===== src/design/kcsd_pkg.sv =====
package kcsd_pkg;

  // default parameter values
  localparam int MAX_KEYS_DEF      = 4;
  localparam int KEY_CODE_BITS_DEF = 9;

  // register widths
  localparam int KEY_REG_BITS   = 9;
  localparam int COUNT_BITS     = 3;
  localparam int TICK_BITS      = 16;
  localparam int CFG_INDEX_BITS = 3;
  localparam int CFG_DATA_BITS  = 16;
  localparam int SEQ_IDX_BITS   = 2;
  localparam int NUM_KEY_REGS   = 4;

  // register indexes
  localparam logic [CFG_INDEX_BITS-1:0] REG_KEY_0         = 3'd0;
  localparam logic [CFG_INDEX_BITS-1:0] REG_KEY_1         = 3'd1;
  localparam logic [CFG_INDEX_BITS-1:0] REG_KEY_2         = 3'd2;
  localparam logic [CFG_INDEX_BITS-1:0] REG_KEY_3         = 3'd3;
  localparam logic [CFG_INDEX_BITS-1:0] REG_KEY_COUNT     = 3'd4;
  localparam logic [CFG_INDEX_BITS-1:0] REG_SEQUENCE_MODE = 3'd5;
  localparam logic [CFG_INDEX_BITS-1:0] REG_REPEAT_ENABLE = 3'd6;
  localparam logic [CFG_INDEX_BITS-1:0] REG_GAP_LIMIT     = 3'd7;

  // operation codes
  localparam logic OP_KEY  = 1'b0;
  localparam logic OP_TICK = 1'b1;

  // reset values
  localparam logic [COUNT_BITS-1:0] KEY_COUNT_RST = 3'd1;
  localparam logic [TICK_BITS-1:0]  GAP_LIMIT_RST = 16'd1000;
  localparam logic [TICK_BITS-1:0]  TICK_MAX      = 16'hFFFF;

endpackage


===== src/design/key_chord_sequence_detector.sv =====
// channel  ports                                          direction
// in       in_valid/in_ready, in_operation, in_key_code,  to block
//          in_key_down
// out      out_valid/out_ready, out_fired,                from block
//          out_chord_pressed
// cfg      cfg_valid/cfg_ready, cfg_index, cfg_data       to block
//
// one word accepted per cycle while in_ready is high; its result is registered
// in the output register at the accepting edge, as are all state updates
// in_ready drops only while a result is held and out_ready is low
// cfg_ready is always high; a write is registered at the edge that accepts it
// synchronous active-low reset clears state and output valid, and sets registers to defaults
module key_chord_sequence_detector
  import kcsd_pkg::*;
#(
  parameter int MAX_KEYS      = MAX_KEYS_DEF,
  parameter int KEY_CODE_BITS = KEY_CODE_BITS_DEF
) (
  input  logic                      clk,
  input  logic                      rst_n,
  input  logic                      in_valid,
  output logic                      in_ready,
  input  logic                      in_operation,
  input  logic [KEY_CODE_BITS-1:0]  in_key_code,
  input  logic                      in_key_down,
  output logic                      out_valid,
  input  logic                      out_ready,
  output logic                      out_fired,
  output logic                      out_chord_pressed,
  input  logic                      cfg_valid,
  output logic                      cfg_ready,
  input  logic [CFG_INDEX_BITS-1:0] cfg_index,
  input  logic [CFG_DATA_BITS-1:0]  cfg_data
);

  // configuration registers
  logic [KEY_REG_BITS-1:0] key_r [NUM_KEY_REGS];
  logic [COUNT_BITS-1:0]   key_count_r;
  logic                    sequence_mode_r;
  logic                    repeat_enable_r;
  logic [TICK_BITS-1:0]    gap_limit_r;

  // detector state
  logic [MAX_KEYS-1:0]     slot_down_r, slot_down_nxt;
  logic                    chord_r, chord_nxt;
  logic [SEQ_IDX_BITS-1:0] seq_idx_r, seq_idx_nxt;
  logic [TICK_BITS-1:0]    ticks_r, ticks_nxt;
  logic                    fired_nxt;

  // output register
  logic out_valid_r;
  logic out_fired_r;
  logic out_chord_r;

  logic                    in_fire;
  logic [COUNT_BITS-1:0]   n_slots;
  logic [KEY_CODE_BITS-1:0] key_ext [NUM_KEY_REGS];
  logic [NUM_KEY_REGS-1:0] key_hit;
  logic [MAX_KEYS-1:0]     slot_use;
  logic [MAX_KEYS-1:0]     slot_hit;

  assign cfg_ready = 1'b1;
  assign in_ready  = !out_valid_r || out_ready;
  assign in_fire   = in_valid && in_ready;

  assign out_valid         = out_valid_r;
  assign out_fired         = out_fired_r;
  assign out_chord_pressed = out_chord_r;

  // slots in use, clamped to 1..MAX_KEYS
  always_comb begin
    if (key_count_r == '0) begin
      n_slots = COUNT_BITS'(1);
    end else if (key_count_r > COUNT_BITS'(MAX_KEYS)) begin
      n_slots = COUNT_BITS'(MAX_KEYS);
    end else begin
      n_slots = key_count_r;
    end
  end

  // key codes brought to compare width and matched against the event
  for (genvar k = 0; k < NUM_KEY_REGS; k++) begin : g_key
    for (genvar b = 0; b < KEY_CODE_BITS; b++) begin : g_bit
      if (b < KEY_REG_BITS) begin : g_in
        assign key_ext[k][b] = key_r[k][b];
      end else begin : g_pad
        assign key_ext[k][b] = 1'b0;
      end
    end
    assign key_hit[k] = (key_ext[k] == in_key_code);
  end

  for (genvar i = 0; i < MAX_KEYS; i++) begin : g_slot
    assign slot_use[i] = (COUNT_BITS'(i) < n_slots);
    assign slot_hit[i] = slot_use[i] && key_hit[i];
  end

  // next state for one word
  always_comb begin
    logic                    all_down;
    logic                    matched;
    logic                    step;
    logic [SEQ_IDX_BITS-1:0] idx;

    slot_down_nxt = slot_down_r;
    chord_nxt     = chord_r;
    seq_idx_nxt   = seq_idx_r;
    ticks_nxt     = ticks_r;
    fired_nxt     = 1'b0;
    all_down      = 1'b1;
    matched       = |slot_hit;
    step          = 1'b0;
    idx           = seq_idx_r;

    if (in_operation == OP_TICK) begin
      if (ticks_r != TICK_MAX) begin
        ticks_nxt = ticks_r + TICK_BITS'(1);
      end
    end else begin
      // slot flags follow every matching slot
      for (int i = 0; i < MAX_KEYS; i++) begin
        if (slot_hit[i]) begin
          slot_down_nxt[i] = in_key_down;
        end
        if (slot_use[i] && !slot_down_nxt[i]) begin
          all_down = 1'b0;
        end
      end

      if (!sequence_mode_r) begin
        // chord: report on change, or always with repeat
        if ((all_down != chord_r) || repeat_enable_r) begin
          chord_nxt = all_down;
          fired_nxt = 1'b1;
        end
      end else begin
        // stale index after key count was lowered restarts at zero
        if ({1'b0, seq_idx_r} >= n_slots) begin
          idx = '0;
        end
        seq_idx_nxt = idx;
        step = ((idx == '0) || (ticks_r < gap_limit_r)) && matched && in_key_down
               && key_hit[idx];
        // start key restarts the sequence
        if (!step && in_key_down && key_hit[0]) begin
          idx  = '0;
          step = 1'b1;
        end
        chord_nxt = 1'b0;
        if (step && ({1'b0, idx} == n_slots - COUNT_BITS'(1))) begin
          chord_nxt   = 1'b1;
          seq_idx_nxt = '0;
          ticks_nxt   = '0;
          fired_nxt   = 1'b1;
        end else if (step) begin
          seq_idx_nxt = idx + SEQ_IDX_BITS'(1);
          ticks_nxt   = '0;
        end else if (in_key_down) begin
          seq_idx_nxt = '0;
        end
      end
    end
  end

  // configuration writes
  always_ff @(posedge clk) begin
    if (!rst_n) begin
      for (int k = 0; k < NUM_KEY_REGS; k++) begin
        key_r[k] <= '0;
      end
      key_count_r     <= KEY_COUNT_RST;
      sequence_mode_r <= 1'b0;
      repeat_enable_r <= 1'b0;
      gap_limit_r     <= GAP_LIMIT_RST;
    end else if (cfg_valid && cfg_ready) begin
      unique case (cfg_index)
        REG_KEY_0:         key_r[0]        <= cfg_data[KEY_REG_BITS-1:0];
        REG_KEY_1:         key_r[1]        <= cfg_data[KEY_REG_BITS-1:0];
        REG_KEY_2:         key_r[2]        <= cfg_data[KEY_REG_BITS-1:0];
        REG_KEY_3:         key_r[3]        <= cfg_data[KEY_REG_BITS-1:0];
        REG_KEY_COUNT:     key_count_r     <= cfg_data[COUNT_BITS-1:0];
        REG_SEQUENCE_MODE: sequence_mode_r <= cfg_data[0];
        REG_REPEAT_ENABLE: repeat_enable_r <= cfg_data[0];
        REG_GAP_LIMIT:     gap_limit_r     <= cfg_data[TICK_BITS-1:0];
        default: ;
      endcase
    end
  end

  // state update on an accepted word
  always_ff @(posedge clk) begin
    if (!rst_n) begin
      slot_down_r <= '0;
      chord_r     <= 1'b0;
      seq_idx_r   <= '0;
      ticks_r     <= '0;
    end else if (in_fire) begin
      slot_down_r <= slot_down_nxt;
      chord_r     <= chord_nxt;
      seq_idx_r   <= seq_idx_nxt;
      ticks_r     <= ticks_nxt;
    end
  end

  // result register
  always_ff @(posedge clk) begin
    if (!rst_n) begin
      out_valid_r <= 1'b0;
    end else if (in_fire) begin
      out_valid_r <= 1'b1;
    end else if (out_ready) begin
      out_valid_r <= 1'b0;
    end
  end

  always_ff @(posedge clk) begin
    if (in_fire) begin
      out_fired_r <= fired_nxt;
      out_chord_r <= chord_nxt;
    end
  end

endmodule


===== config.mk =====
export PLATFORM = sky130hd
export DESIGN_NAME = key_chord_sequence_detector
export DESIGN_NICKNAME = d
export VERILOG_FILES = /design/src/design/kcsd_pkg.sv /design/src/design/key_chord_sequence_detector.sv
export SDC_FILE = /design/constraint.sdc
export NUM_CORES = 1
export LEC_CHECK = 0
export BUFFER_PORTS_ARGS = -buffer_cell sky130_fd_sc_hd__buf_2
export CAP_MARGIN = 30
export CORE_MARGIN = 3
export CORE_UTILIZATION = 60
export CTS_CLUSTER_SIZE = 14
export DETAILED_ROUTE_END_ITERATION = 10
export GPL_ROUTABILITY_DRIVEN = 0
export GPL_TIMING_DRIVEN = 0
export HOLD_SLACK_MARGIN = 0.15
export PLACE_DENSITY = 0.82
export SETUP_SLACK_MARGIN = 0.02
export SLEW_MARGIN = 30
export SYNTH_ARGS = -nofsm -noshare
export SYNTH_HDL_FRONTEND = slang
export SYNTH_SLANG_ARGS = --single-unit

===== constraint.sdc =====
create_clock -name clk -period 3.3 [get_ports clk]
set_input_delay 0.165 -clock clk [delete_from_list [all_inputs] [get_ports clk]]
set_output_delay 0.165 -clock clk [all_outputs]
set_load 0.01 [all_outputs]

# --- Word-level counts from Yosys, hierarchy flattened ---
# Memory sizes are Yosys's and may differ from the RTL's.
# Cells that the tools add are included.
word_totals:
  out_inout_bits: 5
  latchBits: 0
  reg_bits: 47
  mem_bits_rw: 36
  mem_count: 1
  romBits: 0
  wordCells: 144
  inputBits: 35
classes:
  addsub: 3
  n_lt_le_gt_ge: 8
  n_reduce_logical: 38
  eq_ne: 15
  mux: 63
  n_shift: 0
  n_div: 0
  n_mul: 0
  bitwise: 5
mem_list:
  columns: ["name", "depth", "word_bits", "read_ports", "rd_ports_with_merged_regs", "write_ports", "line_no", "text"]
  rows:
  - ["key_r", 4, 9, 4, 0, 4, "key_chord_sequence_detector.sv:37", "logic [KEY_REG_BITS-1:0] key_r [NUM_KEY_REGS];"]
op_table:
  columns: ["cell", "n"]
  rows:
  - ["2-to-1 mux 16 bit", 5]
  - ["2-to-1 mux 1 bit", 42]
  - ["== test 9 bit", 4]
  - ["2-to-1 mux 9 bit", 4]
  - ["2-to-1 mux 2 bit", 9]
  - ["adder 16 x 1 -> 16 bit (second input constant)", 1]
  - ["less-than comparator 16 bit", 1]
  - ["inequality test 16 bit (second input constant)", 1]
  - ["logical AND 1 bit", 15]
  - ["== test 3 bit (second input constant)", 4]
  - ["AND reduction 2 bit", 5]
  - ["== test 3 x 2 -> 1 bit (second input constant)", 2]
  - ["zero test 1 bit", 6]
  - ["zero test 3 bit", 2]
  - ["less-than comparator 1 x 3 -> 1 bit (first input constant)", 2]
  - ["less-than comparator 2 x 3 -> 1 bit (first input constant)", 2]
  - ["2-to-1 mux 3 bit", 2]
  - ["OR 1 bit", 4]
  - ["AND reduction 4 bit", 1]
  - ["nonzero test 2 bit", 2]
  - ["OR reduction 4 bit", 1]
  - ["== test 2 x 3 -> 1 bit", 1]
  - ["== test 3 x 1 -> 1 bit (second input constant)", 1]
  - [">= comparator 2 x 3 -> 1 bit", 1]
  - ["12 further kinds", 14]

# --- Depth between registers and ports, before layout ---
# Gate-level depths: netlist (run 1).
logic_depth:
  ltp_word: 23
  ltp_mapped: 13
  ltp_nobuf: 12

# --- Least setup slack after synthesis (run 1) ---
# Ideal clock, no wire load.
synth_timing:
  path_kind: "register -> register"
  start: "reg key_count_r[2]"
  end: "reg ticks_r[10]"
  setup_ps: 70
  stages_incl_launch_ff: 14
  arrival_time_ps: 2921
  period_less_slack_ps: 2991
  t_required_ps: 3230
  setup_slack_ps: 309
  path_buffers: 2
  path_cell_list: "dfxtp_1 clkbuf_1 a21oi_1 ha_1 nand2b_1 a21oi_1 o21ai_0 nor4_1 o21ai_2 o311ai_4 nand4_1 buf_2 or3_1 a21oi_1"
synth_via:
  elab_chain_len: 23
  elab_cells_between_ends: 41
  classes_between: "add/sub (1); order compare (6); eq/ne (1); mux (16); reduce/logical (17)"
synth_lines:
  columns: ["element", "line_no", "text"]
  rows:
  - ["start: declaration", "key_chord_sequence_detector.sv:38", "logic [COUNT_BITS-1:0] key_count_r;"]
  - ["start signal: assignment", "key_chord_sequence_detector.sv:181", "REG_KEY_COUNT: key_count_r <= cfg_data[COUNT_BITS-1:0];"]
  - ["greater-than comparator 3 bit", "key_chord_sequence_detector.sv:74", "end else if (key_count_r > COUNT_BITS'(MAX_KEYS)) begin"]
  - ["2-to-1 mux 3 bit", "key_chord_sequence_detector.sv:74", null]
  - ["2-to-1 mux 3 bit *", "key_chord_sequence_detector.sv:72", "if (key_count_r == '0) begin"]
  - [">= comparator 2 x 3 -> 1 bit", "key_chord_sequence_detector.sv:138", "if ({1'b0, seq_idx_r} >= n_slots) begin"]
  - ["2-to-1 mux 2 bit", "key_chord_sequence_detector.sv:138", null]
  - ["2-to-1 mux 2 bit", "key_chord_sequence_detector.sv:130", "if (!sequence_mode_r) begin"]
  - ["2-to-1 mux 2 bit", "key_chord_sequence_detector.sv:115", "if (in_operation == OP_TICK) begin"]
  - ["zero test 2 bit", "key_chord_sequence_detector.sv:142", "step = ((idx == '0) || (ticks_r < gap_limit_r)) && matched && in_key_down"]
  - ["[7 not listed]", null, null]
  - ["2-to-1 mux 2 bit", "key_chord_sequence_detector.sv:145", "if (!step && in_key_down && key_hit[0]) begin"]
  - ["2-to-1 mux 2 bit", "key_chord_sequence_detector.sv:130", null]
  - ["2-to-1 mux 2 bit", "key_chord_sequence_detector.sv:115", null]
  - ["== test 2 x 3 -> 1 bit", "key_chord_sequence_detector.sv:150", "if (step && ({1'b0, idx} == n_slots - COUNT_BITS'(1))) begin"]
  - ["logical AND 1 bit", "key_chord_sequence_detector.sv:150", null]
  - ["2-to-1 mux 16 bit", "key_chord_sequence_detector.sv:150", null]
  - ["2-to-1 mux 16 bit", "key_chord_sequence_detector.sv:130", null]
  - ["2-to-1 mux 16 bit", "key_chord_sequence_detector.sv:115", null]
  - ["end signal: assignment", "key_chord_sequence_detector.sv:201", "ticks_r <= ticks_nxt;"]
  - ["end: declaration", "key_chord_sequence_detector.sv:47", "logic [TICK_BITS-1:0] ticks_r, ticks_nxt;"]
# Mark *: on every way between the ends. The rest lies on a longest branch, timed or not. The select of a mux whose other input is x is not followed.
# A chain may end at the register's enable or synchronous reset.

# --- Worst setup path in the final report (run 1) ---
layout_timing:
  start: "reg key_count_r[2]"
  end: "reg ticks_r[11]"
# Same word-level chain as after synthesis.

==> results.toml, run 1 <==
[route]
route.final.wire_length_um = 11200
first_iteration_detailed_routing_drc_count = 194
firstDrtPassIters = 4
dr_total_vias = 3863
detail-route-antenna-nets = 0
remaining_drc_errors = 0
wl_per_cell_um = 16.9
drt-vias-per-instance = 5.85

[die]
die-width_um = 94.0
die_area_um2 = 8840
design.portCount = 40
die_y_um = 94.0
floorplan.initialDensity = 0.631
num_rows = 31
fp.coreArea_um2 = 7370

[power_and_ir_drop]
power-per-cell-area_nw_per_um2 = 376
p_switching_uw = 539
clockPowerShare = 0.328
maximum_resistive_drop_on_vdd_mv = 0.299
p_comb_frac = 0.113
p_total_mw = 2.03
cell_internal_pwr_mw = 1.49
power_switching_share = 0.265
power.share.sequential = 0.559
p_leak_nw = 2.08

[cts]
clockRootBuffer = "sky130_fd_sc_hd__clkbuf_8"
tritoncts = "done"
clock_sinks = 83
h_tree_lvls = 3
clockBufferDepth = 2
cts-buffers-inserted = 9
clkLatencyLatePin_ps = 350
clk_transition_reported_paths_ps = 90

[synth]
yosys_warnings = 0
synthesis.instances = 487
syn_area_um2 = 4650
ys_top_cells_by_area = "sky130_fd_sc_hd__edfxtp_1, sky130_fd_sc_hd__dfxtp_1, sky130_fd_sc_hd__ha_1, sky130_fd_sc_hd__and2_1, sky130_fd_sc_hd__xnor2_1"
synth_enable_flop_cells = 38
seq_area_frac_synth = 0.439
synth_area_per_cell_um2 = 9.55
yosysTopAreaCell = "sky130_fd_sc_hd__edfxtp_1"
yosys_register_bits = 83
number_of_distinct_library_cells_after_synthesis = 63
postSynth.asyncResetShare = 0
syn-num-nets = 541
synth.top_cell.area_share = 0.245
ys.flop_type = "sky130_fd_sc_hd__dfxtp_1"

[min_path]
worstHoldPathCells = 4
worst_hold_path_type = "in2reg"
hold_start = "cfg_index[1]"
worstHoldEndpoint = "repeat_enable_r"

[setup_path]
reg2reg_setup_slack_ps = 140
critPathCaptureType = "flip-flop"
rr_endpoint = "ticks_r[11]"
timing_worst_setup_path_type = "reg2reg"
rr_startpoint = "key_count_r[2]"
crit_fanout = 10
timing.critical_path.from_type = "flip-flop"
crit_required_ps = 3590
timing.critical_path.arrival_ps = 3440
worst_r2r_path_depth = 13

[grt]
antenna_found_initial = 0
grt_start_max_net_pins = 16
grt.total_usage = 0.265
globalRouteOverflowTotal = 0
grt_pass1_vias = 3688
global_route_wire_length_before_repair_um = 17900

[timing]
rsz0062_at_grt = "false"
number_of_setup_violations_in_the_final_report = 0
holdWs_ps = 240
number_of_pins_with_negative_max_slew_slack_in_the_final_report = 0
timing.fmax_ghz = 0.317
hold_viol = 0
timing_worst_slew_pin_value_ps = 851
post-route-period-util = 0.956
worst_slew_margin_rel = 0.429
timing.clock.skew_ps = 6.96
fin_crit_ps = 3160

[job]
maxCapViolations = 0

[placement]
dpl-instance-area_um2 = 4970
hpwl_after_dpl_um = 7890
io_buffers = 35

[final_layout]
flow.area_growth_from_synthesis_pct = 16.2
share_of_cells_above_drive_strength_1 = 0.152
final.fill_count = 537
design.final.nets = 610
final_design_area_no_fill_um2 = 5400
antenna_diode_count = 0
layout_common_cells = "sky130_fd_sc_hd__nand2_1, sky130_fd_sc_hd__dfxtp_1, sky130_fd_sc_hd__edfxtp_1, sky130_fd_sc_hd__and2_1, sky130_fd_sc_hd__buf_2"
final_util = 0.733
final_common_cell = "sky130_fd_sc_hd__nand2_1"

[status]
outcome = "completed"
[final cells by class]
| type | count | area (µm²) | share of cell area |
|---|---|---|---|
| clock buffer | 9 | 124 | 0.0229 |
| buffer | 16 | 75.1 | 0.0139 |
| multi-input combinational | 363 | 2500 | 0.462 |
| inverter | 25 | 93.8 | 0.0174 |
| sequential | 83 | 2040 | 0.378 |
| timing repair buffer | 58 | 393 | 0.0727 |
| tap | 99 | 124 | 0.0229 |
| clock inverter | 7 | 51.3 | 0.00950 |
[per-layer routing]
layer	vias to the layer above	share of wire	GRT usage
met5	-	0	0
met4	0	0.028	0.110
met3	31	0.069	0.0641
met2	132	0.49	0.441
met1	1835	0.41	0.329
li1	1865	-	-
[cell usage after synthesis, types with 2 or more instances]
| cell | instances |
|---|---|
| sky130_fd_sc_hd__clkbuf_1 | 11 |
| sky130_fd_sc_hd__ha_1 | 19 |
| sky130_fd_sc_hd__xor2_1 | 13 |
| sky130_fd_sc_hd__nor2_1 | 24 |
| sky130_fd_sc_hd__a21oi_1 | 23 |
| sky130_fd_sc_hd__nand2_1 | 60 |
| sky130_fd_sc_hd__nor2b_1 | 7 |
| sky130_fd_sc_hd__o31ai_1 | 5 |
| sky130_fd_sc_hd__a211oi_1 | 2 |
| sky130_fd_sc_hd__nand2b_1 | 7 |
| sky130_fd_sc_hd__a21o_1 | 4 |
| sky130_fd_sc_hd__inv_1 | 25 |
| sky130_fd_sc_hd__buf_2 | 2 |
| sky130_fd_sc_hd__a22o_1 | 2 |
| sky130_fd_sc_hd__o21ai_0 | 18 |
| sky130_fd_sc_hd__nor3_1 | 7 |
| sky130_fd_sc_hd__o32ai_1 | 3 |
| sky130_fd_sc_hd__and3_1 | 3 |
| sky130_fd_sc_hd__o211ai_1 | 8 |
| sky130_fd_sc_hd__mux2i_1 | 8 |
| sky130_fd_sc_hd__o21a_1 | 2 |
| sky130_fd_sc_hd__a21boi_0 | 14 |
| sky130_fd_sc_hd__or3_1 | 13 |
| sky130_fd_sc_hd__xnor2_1 | 26 |
| sky130_fd_sc_hd__nor4_1 | 2 |
| sky130_fd_sc_hd__and2_1 | 37 |
| sky130_fd_sc_hd__dfxtp_1 | 45 |
| sky130_fd_sc_hd__or2_2 | 2 |
| sky130_fd_sc_hd__nand3_1 | 13 |
| sky130_fd_sc_hd__edfxtp_1 | 38 |
| sky130_fd_sc_hd__o2111a_1 | 2 |
| sky130_fd_sc_hd__and4_1 | 3 |
| sky130_fd_sc_hd__nand4_1 | 9 |
[kinds of logic (layout without fill, tap and decap cells)]
family                     after synthesis  in the layout  share of synthesized area
and+or+nand+nor                        196            196                      0.226
muxes                                   10             10                     0.0245
xor gates and xnor gates                39             39                     0.0735
adders and majority gates               19             19                     0.0511
buffers and inverters                   41            115                     0.0347
AOI/OAI and AO/OA                       98             98                      0.151
other                                    1              1                   0.000807
DFF                                     83             83                      0.439
[flip-flops by register name, summed over array words and instances, names as in the netlist, 2 cells and up]
| name | flops |
|---|---|
| gap_limit_r | 16 |
| key_count_r | 3 |
| key_r | 36 |
| seq_idx_r | 2 |
| slot_down_r | 4 |
| ticks_r | 16 |
[how the worst max path moves through the flow]
stage,startpoint,end,slack (ps),depth (start not counted)
global placement,key_count_r[2],ticks_r[12],-410,13
detailed placement,key_count_r[2],ticks_r[10],-430,13
global route,key_count_r[2],ticks_r[13],5,13
floorplan,key_count_r[2],ticks_r[10],310,13
finish,key_count_r[2],ticks_r[11],140,13
CTS,key_count_r[2],ticks_r[10],30,13
[power groups by stage]
stage / Clock (mW) / Combinational [mW] / Sequential [mW]
floorplan: 0 / 0.128 / 1.15
global placement: 0 / 0.196 / 1.16
detailed placement: 0 / 0.206 / 1.16
CTS: 0.674 / 0.225 / 1.13
global route: 0.716 / 0.251 / 1.14
finish: 0.666 / 0.230 / 1.13
[worst max-delay path: stages, from the launching register on]
cell and delay (ps):
sky130_fd_sc_hd__dfxtp_2 360, sky130_fd_sc_hd__buf_4 180, sky130_fd_sc_hd__a21oi_4 150, sky130_fd_sc_hd__ha_1 250, sky130_fd_sc_hd__nand2b_1 150, sky130_fd_sc_hd__a21oi_2 210, sky130_fd_sc_hd__o21ai_2 120, sky130_fd_sc_hd__nor4_4 290
sky130_fd_sc_hd__o21ai_2 160, sky130_fd_sc_hd__o311ai_4 380, sky130_fd_sc_hd__nand3_2 170, sky130_fd_sc_hd__clkbuf_4 220, sky130_fd_sc_hd__or3_1 310, sky130_fd_sc_hd__a21oi_1 150
[through the flow]
stage / setup TNS [ps] / cells / worst slack [ps]
finish: 0 / 660 / 145
global route: 0 / 660 / 5.09
CTS: 0 / 660 / 34.4
detailed placement: -6180 / 622 / -434
global placement: -5580 / 621 / -406
floorplan: 0 / 487 / 309
[repair_timing]
item                                    4_1_cts  5_1_grt
buffers inserted                              4        0
hold buffers                                 18        0
pin swaps                                     3        5
endpoints found under the setup margin       21       21
resized for setup                             6        8
hold endpoints to repair                     17        0
Note: power is estimated with default switching activity, not from simulation.
==> inputs of run 2 (changes only) <==
--- a/config.mk
+++ b/config.mk
@@ -5,15 +5,17 @@
 export SDC_FILE = /design/constraint.sdc
 export NUM_CORES = 1
 export LEC_CHECK = 0
+export ABC_AREA = 1
 export BUFFER_PORTS_ARGS = -buffer_cell sky130_fd_sc_hd__buf_2
 export CAP_MARGIN = 30
 export CORE_MARGIN = 3
 export CORE_UTILIZATION = 60
 export CTS_CLUSTER_SIZE = 14
 export DETAILED_ROUTE_END_ITERATION = 10
-export GPL_ROUTABILITY_DRIVEN = 0
+export GPL_ROUTABILITY_DRIVEN = 1
 export GPL_TIMING_DRIVEN = 0
 export HOLD_SLACK_MARGIN = 0.15
+export MAX_ROUTING_LAYER = met4
 export PLACE_DENSITY = 0.82
 export SETUP_SLACK_MARGIN = 0.02
 export SLEW_MARGIN = 30
==> run 2 against run 1 <==
  * Total power is 6.1% higher
  * Register-to-register slack gained 440 ps
  * Clock power is 13% higher
  * Highest routed layer unchanged
  * Critical path type unchanged
  * Largest cell class unchanged
==> results.toml, run 2 <==
[cts]
post_cts_resized = 0
post_cts.repair.setup_buffers = 0
clock_sinks = 83
cts-buffers-inserted = 9
tritoncts = "done"
h_tree_lvls = 3
clk_transition_reported_paths_ps = 90
clockBufferDepth = 2
clkLatencyLatePin_ps = 370
clockRootBuffer = "sky130_fd_sc_hd__clkbuf_8"

[placement]
hpwl_after_dpl_um = 8140
io_buffers = 34
finalWeightedCongestion = 0.907
dpl-instance-area_um2 = 5050

[status]
outcome = "completed"

[grt]
grt_pass1_vias = 3897
globalRouteOverflowTotal = 0
grt.total_usage = 0.263
grt_start_max_net_pins = 15
antenna_found_initial = 0
global_route_wire_length_before_repair_um = 17900

[timing]
rsz0062_at_grt = "false"
number_of_setup_violations_in_the_final_report = 0
timing.fmax_ghz = 0.369
hold_viol = 0
post-route-period-util = 0.822
number_of_pins_with_negative_max_slew_slack_in_the_final_report = 0
timing_worst_slew_pin_value_ps = 533
worst_slew_margin_rel = 0.645
holdWs_ps = 159
fin_crit_ps = 2710
timing.clock.skew_ps = 15.2
finalSetupTns_ps = 0

[final_layout]
final_design_area_no_fill_um2 = 5400
layout_common_cells = "sky130_fd_sc_hd__nand2_1, sky130_fd_sc_hd__inv_1, sky130_fd_sc_hd__nor2_1, sky130_fd_sc_hd__a21oi_1, sky130_fd_sc_hd__dfxtp_1"
biggestRegsByFlops = "key_r (36), gap_limit_r (16), ticks_r (16)"
share_of_cells_above_drive_strength_1 = 0.132
flow.area_growth_from_synthesis_pct = 13.6
final_util = 0.722
number_of_flip_flops_in_the_largest_register = 36
top_register = "key_r"
design.final.nets = 737
antenna_diode_count = 0
final_common_cell = "sky130_fd_sc_hd__nand2_1"
final.fill_count = 554

[setup_path]
timing.critical_path.arrival_ps = 2960
crit_required_ps = 3540
critPathCaptureType = "flip-flop"
crit_fanout = 7
timing_worst_setup_path_type = "reg2reg"
timing.critical_path.from_type = "flip-flop"

[power_and_ir_drop]
p_comb_frac = 0.119
clockPowerShare = 0.350
power.share.sequential = 0.531
maximum_resistive_drop_on_vdd_mv = 0.319
cell_internal_pwr_mw = 1.59
power-per-cell-area_nw_per_um2 = 399
power_switching_share = 0.261
p_switching_uw = 562
p_leak_nw = 2.44

[min_path]
worst_hold_path_type = "in2reg"

[route]
wl_per_cell_um = 13.8
route.final.wire_length_um = 10900
remaining_drc_errors = 0
drt-vias-per-instance = 5.33
first_iteration_detailed_routing_drc_count = 323
firstDrtPassIters = 5
dr_total_vias = 4196
detail-route-antenna-nets = 0

[synth]
synth_common_cells = "sky130_fd_sc_hd__nand2_1, sky130_fd_sc_hd__inv_1, sky130_fd_sc_hd__nor2_1"
yosys_warnings = 0
syn_area_um2 = 4760
ys.flop_type = "sky130_fd_sc_hd__dfxtp_1"
yosys_register_bits = 83
synth_enable_flop_cells = 38
synthesis.instances = 623
most_common_cell_in_the_netlist = "sky130_fd_sc_hd__nand2_1"
postSynth.asyncResetShare = 0
ys_top_cells_by_area = "sky130_fd_sc_hd__edfxtp_1, sky130_fd_sc_hd__dfxtp_1, sky130_fd_sc_hd__nand2_1, sky130_fd_sc_hd__inv_1, sky130_fd_sc_hd__nor2_1"
synth.top_cell.area_share = 0.240
seq_area_frac_synth = 0.429
syn-num-nets = 677
number_of_distinct_library_cells_after_synthesis = 41
synth_area_per_cell_um2 = 7.64
yosysTopAreaCell = "sky130_fd_sc_hd__edfxtp_1"

[die]
design.portCount = 40
die-width_um = 95.0
die_area_um2 = 9030
num_rows = 31
die_y_um = 95.0
fp.coreArea_um2 = 7490
floorplan.initialDensity = 0.635

[job]
maxCapViolations = 0
-- run 2: cell count changes after synthesis, sizes merged, moves of 7 or more --
cell and change:
a21boi -13, a21oi +25, and2 -37, inv +64, mux2i -9, nand2 +74
nand2b -7, nand3 +24, nor2 +62, nor2b -7, o21ai +19, or2 +7
or3 -13
-- run 2: power by group through the flow --
stage | Combinational (mW) | Clock [mW] | Sequential [mW]
6_report | 0.256 | 0.755 | 1.14
5_1_grt | 0.286 | 0.799 | 1.15
4_1_cts | 0.254 | 0.757 | 1.14
3_5_place_dp | 0.239 | 0 | 1.17
3_3_place_gp | 0.229 | 0 | 1.16
2_1_floorplan | 0.166 | 0 | 1.16
-- run 2: stage by stage --
stage,worst slack [ps],cells,total power [mW]
floorplan,963,623,1.33
global placement,712,756,1.39
detailed placement,649,756,1.41
CTS,628,787,2.15
global route,375,787,2.23
finish,586,787,2.15
-- run 2: critical path: stages, from the launching register on --
cell	delay, ps
sky130_fd_sc_hd__dfxtp_1	310
sky130_fd_sc_hd__buf_4	160
sky130_fd_sc_hd__a21oi_1	240
sky130_fd_sc_hd__ha_1	280
sky130_fd_sc_hd__nand3_1	130
sky130_fd_sc_hd__nand4_1	190
sky130_fd_sc_hd__inv_2	120
sky130_fd_sc_hd__nor2_2	60
sky130_fd_sc_hd__nand2_2	70
sky130_fd_sc_hd__nand3_2	60
sky130_fd_sc_hd__nor2_2	90
sky130_fd_sc_hd__nand3_2	120
sky130_fd_sc_hd__nand2_2	120
sky130_fd_sc_hd__nand2_2	90
sky130_fd_sc_hd__o21ai_2	260
sky130_fd_sc_hd__inv_1	140
sky130_fd_sc_hd__o21ai_0	100
sky130_fd_sc_hd__a21oi_1	50
-- run 2: final cells by class --
class	instances	area (µm²)	area share
buffer	15	78.8	0.0146
clock buffer	10	138	0.0255
clock inverter	6	63.8	0.0118
inverter	89	342	0.0632
multi-input combinational	436	2290	0.425
sequential	83	2040	0.378
tap	99	124	0.0229
timing repair buffer	49	320	0.0593
-- run 2: metal layers --
layer,track usage,part of all wire,wire length (µm),up-vias
met2,0.441,0.48,5180,137
met5,-,0,0,-
met1,0.326,0.45,4850,1895
li1,-,-,-,2143
met4,0.0865,0.023,246,0
met3,0.0426,0.055,603,21
-- run 2: worst paths after layout --
kind / start / cells after the start / slack [ps] / end
setup / recovery: key_count_r[2] / 17 / 590 / ticks_r[2]
hold / removal: in_valid / 3 / 160 / out_valid
setup reg to reg: key_count_r[2] / 17 / 590 / ticks_r[2]
hold reg to reg: gap_limit_r[15] / 2 / 470 / gap_limit_r[15]
-- run 2: kinds of logic (layout without fill, tap and decap cells) --
logic type | after synthesis | in the layout | share of synthesized area
flops | 83 | 83 | 0.429
xor+xnor | 28 | 28 | 0.0516
simple gates | 290 | 290 | 0.268
other cells | 1 | 1 | 0.000788
buf+inv | 104 | 169 | 0.0884
fa+ha+maj | 19 | 19 | 0.0500
compound gates | 98 | 98 | 0.112
-- run 2: what timing repair did --
item | CTS | global route
hold buffers | 15 | 0
setup endpoints to repair | 0 | 0
hold endpoints to repair | 15 | 0
